**src/pla_pkg.sv**
```systemverilog
// ----------------------------------------------------------------------------
// pla_pkg: shared widths, codes and types
// Widths of the point light datapath, register indexes, status codes and
// the sideband structs that travel beside the root and divider cell rows.
// ----------------------------------------------------------------------------
package pla_pkg;

    localparam int COORD_WIDTH_DEF = 16;

    localparam int WORD_W  = 16;           // packed word / coordinate width
    localparam int CFG_W   = 48;           // widest register
    localparam int IDX_W   = 2;            // register index width
    localparam int LANES   = 3;

    localparam int DIFF_W  = WORD_W + 2;   // L - P, signed
    localparam int MAG_W   = WORD_W;       // |L - P| per axis
    localparam int SQ_W    = 2 * MAG_W;
    localparam int S_W     = SQ_W + 2;     // sum of three squares
    localparam int ROOT_W  = 31;           // floor(sqrt(S * 2^28))
    localparam int V_W     = 2 * ROOT_W;   // radicand width
    localparam int REM_W   = ROOT_W + 2;   // root remainder
    localparam int FRAC_SH = V_W - S_W;    // 28 fraction bits of the radicand

    localparam int DIST_W  = 17;
    localparam int DIST_SH = 14;

    localparam int Q_W     = 17;           // quotient bits per divider row
    localparam int DNUM_W  = MAG_W + FRAC_SH + 1;
    localparam int P1_W    = WORD_W + ROOT_W;
    localparam int P2_W    = WORD_W + S_W;
    localparam int DEN_W   = P2_W + 1;
    localparam int CS_W    = 2 * WORD_W;
    localparam int RNUM_W  = DEN_W;

    localparam logic [IDX_W-1:0] REG_POS   = 2'd0;
    localparam logic [IDX_W-1:0] REG_COLOR = 2'd1;
    localparam logic [IDX_W-1:0] REG_SCALE = 2'd2;
    localparam logic [IDX_W-1:0] REG_ATTEN = 2'd3;

    localparam logic [1:0] ST_OK         = 2'd0;
    localparam logic [1:0] ST_AT_LIGHT   = 2'd1;
    localparam logic [1:0] ST_ATTEN_ZERO = 2'd2;

    localparam logic [WORD_W-1:0] DIR_ONE   = 16'd16384;
    localparam logic [WORD_W-1:0] RAD_MAX   = 16'hFFFF;
    localparam logic [WORD_W-1:0] SCALE_RST = 16'd256;
    localparam logic [CFG_W-1:0]  ATTEN_RST = 48'd256;

    typedef struct packed {
        logic [LANES-1:0][MAG_W-1:0] mag;
        logic [LANES-1:0]            neg;
        logic [S_W-1:0]              s;
    } root_side_t;

    typedef struct packed {
        logic [LANES-1:0]  neg;
        logic              zero;
        logic              den_zero;
        logic [DIST_W-1:0] distance;
    } div_side_t;

endpackage

```
**src/pla_div_cell.sv**
```systemverilog
// ----------------------------------------------------------------------------
// pla_div_cell: one restoring step of a divider row
// Shift in the next dividend bit, subtract the divisor when it fits,
// append the quotient bit and hand everything to the next cell.
// ----------------------------------------------------------------------------
module pla_div_cell #(
    parameter int DIV_W = pla_pkg::DEN_W,
    parameter int Q_W   = pla_pkg::Q_W
) (
    input  logic             clk,
    input  logic             en,
    input  logic [DIV_W-1:0] rem_in,
    input  logic [DIV_W-1:0] div_in,
    input  logic [Q_W-1:0]   low_in,
    input  logic [Q_W-1:0]   quo_in,
    input  logic             sat_in,
    output logic [DIV_W-1:0] rem_out,
    output logic [DIV_W-1:0] div_out,
    output logic [Q_W-1:0]   low_out,
    output logic [Q_W-1:0]   quo_out,
    output logic             sat_out
);
    logic [DIV_W:0]   work;
    logic             take;
    logic [DIV_W-1:0] rem_next;
    logic [DIV_W-1:0] rem_reg;
    logic [DIV_W-1:0] div_reg;
    logic [Q_W-1:0]   low_reg;
    logic [Q_W-1:0]   quo_reg;
    logic             sat_reg;

    always_comb
    begin
        work     = {rem_in, low_in[Q_W-1]};
        take     = (work >= {1'b0, div_in});
        rem_next = take ? DIV_W'(work - {1'b0, div_in}) : DIV_W'(work);
    end

    always_ff @(posedge clk)
    begin
        if (en)
        begin
            rem_reg <= rem_next;
            div_reg <= div_in;
            low_reg <= {low_in[Q_W-2:0], 1'b0};
            quo_reg <= {quo_in[Q_W-2:0], take};
            sat_reg <= sat_in;
        end
    end

    assign rem_out = rem_reg;
    assign div_out = div_reg;
    assign low_out = low_reg;
    assign quo_out = quo_reg;
    assign sat_out = sat_reg;

endmodule

```
**config.mk**
```make
export PLATFORM = sky130hd
export DESIGN_NAME = pla_div_cell
export DESIGN_NICKNAME = d
export VERILOG_FILES = /design/src/pla_pkg.sv /design/src/pla_div_cell.sv
export SDC_FILE = /design/constraint.sdc
export NUM_CORES = 1
export LEC_CHECK = 0
export BUFFER_PORTS_ARGS = -buffer_cell sky130_fd_sc_hd__buf_2
export CORE_ASPECT_RATIO = 1.5
export CORE_UTILIZATION = 45
export CTS_CLUSTER_DIAMETER = 60
export DETAILED_ROUTE_END_ITERATION = 6
export PLACE_DENSITY = 0.79
export SETUP_SLACK_MARGIN = 0.4
export SKIP_CTS_REPAIR_TIMING = 1
export SLEW_MARGIN = 10
export SYNTH_ARGS = -nofsm -noshare
export SYNTH_HDL_FRONTEND = slang
export SYNTH_SLANG_ARGS = --single-unit
export TNS_END_PERCENT = 1
```
**constraint.sdc**
```tcl
create_clock -name clk -period 3.35 [get_ports clk]
set_input_delay 0.1675 -clock clk [delete_from_list [all_inputs] [get_ports clk]]
set_output_delay 0.1675 -clock clk [all_outputs]
set_load 0.01 [all_outputs]
```
* Word level (Yosys, flattened, before mapping)
Index checks and enable logic that the tools add are counted.
** Word-level totals
- Latch bits :: 0
- Register bits :: 136
- Word-level logic and storage cells :: 8
- Memories kept :: 0
- Memory bits (writable) :: 0
- Output and inout port bits :: 137
- Bits in read-only memories :: 0
- Input bits :: 139
** Cells by class
- Magnitude comparators :: 1
- $mul :: 0
- Shifts and indexed selects :: 0
- Bitwise operators :: 0
- Add/sub/neg operators :: 1
- Reductions and logical operators :: 0
- Multiplexer cells :: 1
- Equality and inequality tests :: 0
- Divide/modulo/power cells :: 0
** Operators with widths (number)
- 52-bit by 51-bit greater-or-equal comparator with 1-bit output :: 1
- 51-bit 2-to-1 mux :: 1
- 51-bit subtractor :: 1

* Depth between registers and ports, before layout
- Word-level depth :: 2
- Mapped depth :: 15
- Depth with buffers taken out :: 12

* Worst setup path after synthesis
No wires, ideal clock.
- Path type :: in2reg
- Start point :: input low_in[16]
- End point :: register rem_reg[46], in the netlist rem_out[46] (data pin)
- Data required time :: 3092 ps
- Buffers on the path :: 1
- Stages :: 13
- Library setup time :: 258 ps
- Path slack :: 546 ps
- Data arrival time :: 2546 ps
- Path through :: inv_1 -> ha_1 -> fa_1 -> nand2b_1 -> a21o_1 -> a21oi_2 -> o21ai_1 -> o2111ai_1 -> a21oi_1 -> o211a_2 -> buf_6 -> a2111o_1 -> o221a_2
** On the way
- Word-level cells in the longest chain between the ends :: 2
- Elaborated cells on any way between the ends :: 3
- Those cells by class :: add/sub (1); order compare (1); mux (1)
** Ends and longest elaborated chain
- start: declaration :: line pla_div_cell.sv:14 : input logic [Q_W-1:0] low_in,
- 51-bit subtractor or 52-bit by 51-bit greater-or-equal comparator with 1-bit output (tied branches) :: line pla_div_cell.sv:36, pla_div_cell.sv:35
- 51-bit 2-to-1 mux * :: line pla_div_cell.sv:36 : rem_next = take ? DIV_W'(work - {1'b0, div_in}) : DIV_W'(work);
- via rem_next[46] :: line pla_div_cell.sv:25 : logic [DIV_W-1:0] rem_next;
- end signal: assignment :: line pla_div_cell.sv:43 : rem_reg <= rem_next;
- end: declaration :: line pla_div_cell.sv:26 : logic [DIV_W-1:0] rem_reg;
The timed path passes the listed nets; every way through them passes the cells marked *.
A chain may end at the register's enable or synchronous reset.

* Worst setup path after layout
- Start point :: input low_in[16]
- End point :: register rem_reg[50], in the netlist rem_out[50] (data pin)
The elaborated chain is that of the path after synthesis.

==> flow_results.org <==
** Status
- Result of the run :: completed

** Global route
- Pin count of the biggest net entering global routing :: 74
- Global routing used 23.7% of the available tracks across all layers.
- The first global-routing pass estimated 32100 um of wire.
- The number of global-route vias before repair was 6561.
- After global routing the overflow that remains totals 0.
- The initial antenna violation count is 0.

** Cells and area
- At the end of the flow the core is filled with cells to 63.2%.
- Number of nets at the end of the flow :: 1309
- After routing the design area is 10900 um2.
- Diodes inserted :: 0
- Synthesis-to-finish area growth :: 38.4%
- Non-filler instance count after layout :: 1344
- Proportion of layout cells with a drive suffix above 1 :: 28.9%

** Drt
- The routed design has 22800 um of wire.
- After detailed routing, the number of remaining DRC violations is 0.
- Routed len/inst :: 17.0 um
- Post-detailed-route via-to-cell ratio :: 5.35
- The first routing iteration left 390 violations.
- Once detail routing completed, the nets flagged for antenna violations numbered 0.
- Number of detailed-route iterations in the first pass :: 6
- Via count :: 7189

** Clock network
- Clock tree synthesis inserted a total of 17 buffers.
- The clock passes through at most 2 buffers.
- CTS built an H-tree with a depth of 4.
- Clock-pin slew was measured on the worst setup and hold paths at 0.06 ns.
- TritonCTS clock tree :: built
- Root Buffer Master :: sky130_fd_sc_hd__clkbuf_16
- CTS saw 136 sinks.

** Logic synthesis
- Counting flops and latches in the post-synthesis netlist gives 136.
- The most used flip-flop cell after synthesis is sky130_fd_sc_hd__edfxtp_1.
- The synthesized design devotes to its leading area cell type 51.7% of total area.
- Fraction of registers with async set or reset after synthesis :: 0%
- Count of warnings emitted by yosys :: 0
- Synthesis produced a netlist with a net count of 953.
- Yosys mapped the design onto 59 distinct sky130hd cell types.
- Count of flip-flops with a built-in enable after synthesis :: 136
- Synthesis produced 762 cells.
- Register area share after synthesis :: 51.7%
- Summing every instance area after synthesis gives 7890 um2.
- After synthesis, the cell types taking the most area are sky130_fd_sc_hd__edfxtp_1 52%, sky130_fd_sc_hd__ha_1 8.1%, sky130_fd_sc_hd__o21ai_0 5.1%, sky130_fd_sc_hd__nand2_1 4.9%, sky130_fd_sc_hd__a21oi_1 3.7%.
- Post-synthesis average cell area :: 10.4 um2
- Most numerous cell types in the synthesized netlist :: 136 x sky130_fd_sc_hd__edfxtp_1, 103 x sky130_fd_sc_hd__nand2_1, 80 x sky130_fd_sc_hd__o21ai_0
- In the post-synthesis netlist, the cell with the most instances is sky130_fd_sc_hd__edfxtp_1.
- Biggest area consumer among synthesized cells :: sky130_fd_sc_hd__edfxtp_1

** Floorplanning
- Total number of placement rows :: 59
- Full die area :: 18100 um2
- For this configuration, the core starts out at a cell density of 45.7%.
- Die width :: 110 um
- Vert. Die Dim :: 164 um
- I/O pin count :: 276
- The core region is 17300 um2.

** Pwr
- Cell leakage power :: 4.86 nW
- Registers are responsible for 40.3% of the overall power.
- VDD sags by at most 338 uV.
- Share of total power in combinational logic :: 24.3%
- Internal power :: 3.77 mW
- Pwr Density :: 489 nW/um2
- The clock network is responsible for 35.4% of the overall power.
- Of the total power, the share spent switching nets is 29.3%.
- Power spent charging and discharging nets :: 1.57 mW

** Critical path
- STA classifies the critical path endpoint as a flop.
- Worst path max stage delay :: 0.42 ns
- Kind of launch point of the worst setup path :: primary input
- Worst path top cell family by delay :: compound AO/OA/AOI/OAI gates
- The number of buffers and inverters on the critical path is 3.
- On the critical path, the stage with the largest delay is an instance of sky130_fd_sc_hd__a2111oi_0.
- For the worst setup path, the data required time is 3.51 ns.
- Cell count along the critical path :: 14
- Sequence of cells on the critical path :: buf_2 > inv_1 > ha_1 > fa_1 > nand2b_1 > a21o_1 > nor2b_1 > o21ai_0 > buf_4 > a21oi_2 > o21ai_1 > a41o_1 > a2111oi_0 > a211oi_1
- At the worst endpoint, the arrival time is 2.95 ns.
- Crit path capture :: rem_out[50]
- Critical path class :: in -> reg
- Worst setup path startpoint :: low_in[16]
- Along the worst path, the maximum fanout reaches 5.

** Placement
- Before CTS, the worst setup slack after placement is 0.119 ns.
- In this run, placement finished with an instance count of 1228.
- DP Wirelength :: 16800 um
- Buffers placed on the I/O ports in this run total 273.
- GP Congestion :: 0.894
- Total cell area at the placement stage :: 9480 um2

** STA
- Derived from the worst setup path, the maximum achievable clock frequency is 358 MHz.
- The final critical path takes up 83.3% of the cycle.
- Subtracting the final worst setup slack from the clock period gives 2.79 ns.
- The number of hold-slack violations in the final timing report is 0.
- Setup repair after global routing missed its margin :: yes
- Post-Route Setup TNS :: 0 ns
- Setup violation total in the final timing report :: 0
- For the pin with the worst max-slew slack, the measured transition is 0.581 ns.
- Setup slack closes at 0.558 ns.
- Measured against its own limit, the worst slew margin works out to 61.3%.
- Number of max-slew violations in the final report :: 0

** Job
- Max-cap violations in this run came to 0.

** Hold path
- The worst hold path belongs to the class in -> reg.
-- logic make-up (layout without fill, tap and decap cells) --
family / count (synthesis) / after routing / synth area share [%]
AO/OA/AOI/OAI: 236 / 236 / 18.3
AND/OR/NAND/NOR: 199 / 199 / 11.6
flip-flops: 136 / 136 / 51.7
buffers and inverters: 92 / 461 / 4.87
adder cells (fa/ha/maj): 52 / 52 / 8.34
XOR/XNOR: 46 / 46 / 5.10
other: 1 / 1 / 0.0475
-- worst min-delay path by stage --
stage | end | start | cells past startpoint | slack (ns)
5_1_grt | rem_out[36] | rem_in[35] | 3 | 0.04
4_1_cts | quo_out[2] | quo_in[1] | 1 | -0.09
3_3_place_gp | low_out[12] | low_in[11] | 1 | 0.34
3_5_place_dp | sat_out | sat_in | 1 | 0.35
6_report | rem_out[18] | rem_in[17] | 3 | 0.04
2_1_floorplan | div_out[0] | div_in[0] | 0 | 0.27
-- power by group through the flow --
stage	Combinational (mW)	Clock [mW]	Sequential [mW]
6_report	1.30	1.89	2.15
2_1_floorplan	0.609	0	2.30
4_1_cts	1.21	1.91	2.16
3_3_place_gp	1.18	0	2.18
5_1_grt	1.42	1.98	2.17
3_5_place_dp	1.20	0	2.19
-- layout by cell type, fill, tap and decap left out, types with 8 or more instances in the layout --
cell type | Yosys | layout
sky130_fd_sc_hd__a21o_1 | 23 | 23
sky130_fd_sc_hd__a21oi_1 | 59 | 58
sky130_fd_sc_hd__a31oi_1 | 8 | 8
sky130_fd_sc_hd__and3_1 | 12 | 12
sky130_fd_sc_hd__buf_2 | 13 | 272
sky130_fd_sc_hd__buf_4 | 2 | 11
sky130_fd_sc_hd__clkbuf_16 | 0 | 17
sky130_fd_sc_hd__dlygate4sd3_1 | 0 | 84
sky130_fd_sc_hd__edfxtp_1 | 136 | 136
sky130_fd_sc_hd__ha_1 | 51 | 51
sky130_fd_sc_hd__inv_1 | 60 | 60
sky130_fd_sc_hd__nand2_1 | 103 | 103
sky130_fd_sc_hd__nand3_1 | 13 | 13
sky130_fd_sc_hd__nand4_1 | 10 | 10
sky130_fd_sc_hd__nor2_1 | 26 | 26
sky130_fd_sc_hd__o21a_1 | 8 | 8
sky130_fd_sc_hd__o21ai_0 | 80 | 80
sky130_fd_sc_hd__o21bai_1 | 10 | 10
sky130_fd_sc_hd__xnor2_1 | 24 | 24
sky130_fd_sc_hd__xor2_1 | 22 | 22
-- per-stage QoR --
step | power (mW) | hold slack, ns
floorplan | 2.90 | 0.266
global placement | 3.36 | 0.344
finish | 5.34 | 0.0386
global route | 5.58 | 0.0395
CTS | 5.27 | -0.0950
detailed placement | 3.39 | 0.346
-- flip-flops by register name, summed over array words and instances, names as in the netlist --
name     flops
div_out     51
rem_out     51
quo_out     17
low_out     16
sat_out      1
-- layer usage --
layer | wire length, um | vias up | part of all wire [%] | track usage, %
met5 | 0 | - | 0 | 0
met4 | 504 | 0 | 2.2 | 9.33
met3 | 1290 | 44 | 5.6 | 4.88
met2 | 12800 | 258 | 56 | 46.3
met1 | 8230 | 3386 | 36 | 23.5
li1 | - | 3501 | - | -
-- area by class of cell --
class                      count  area [um2]
clock inverter                15         168
clock buffer                  17         425
fill                        1397        6350
tap                          213         267
timing repair buffer         369        2320
inverter                      60         225
sequential                   136        4080
multi-input combinational    534        3440
Power figures use the tool's default switching activity.
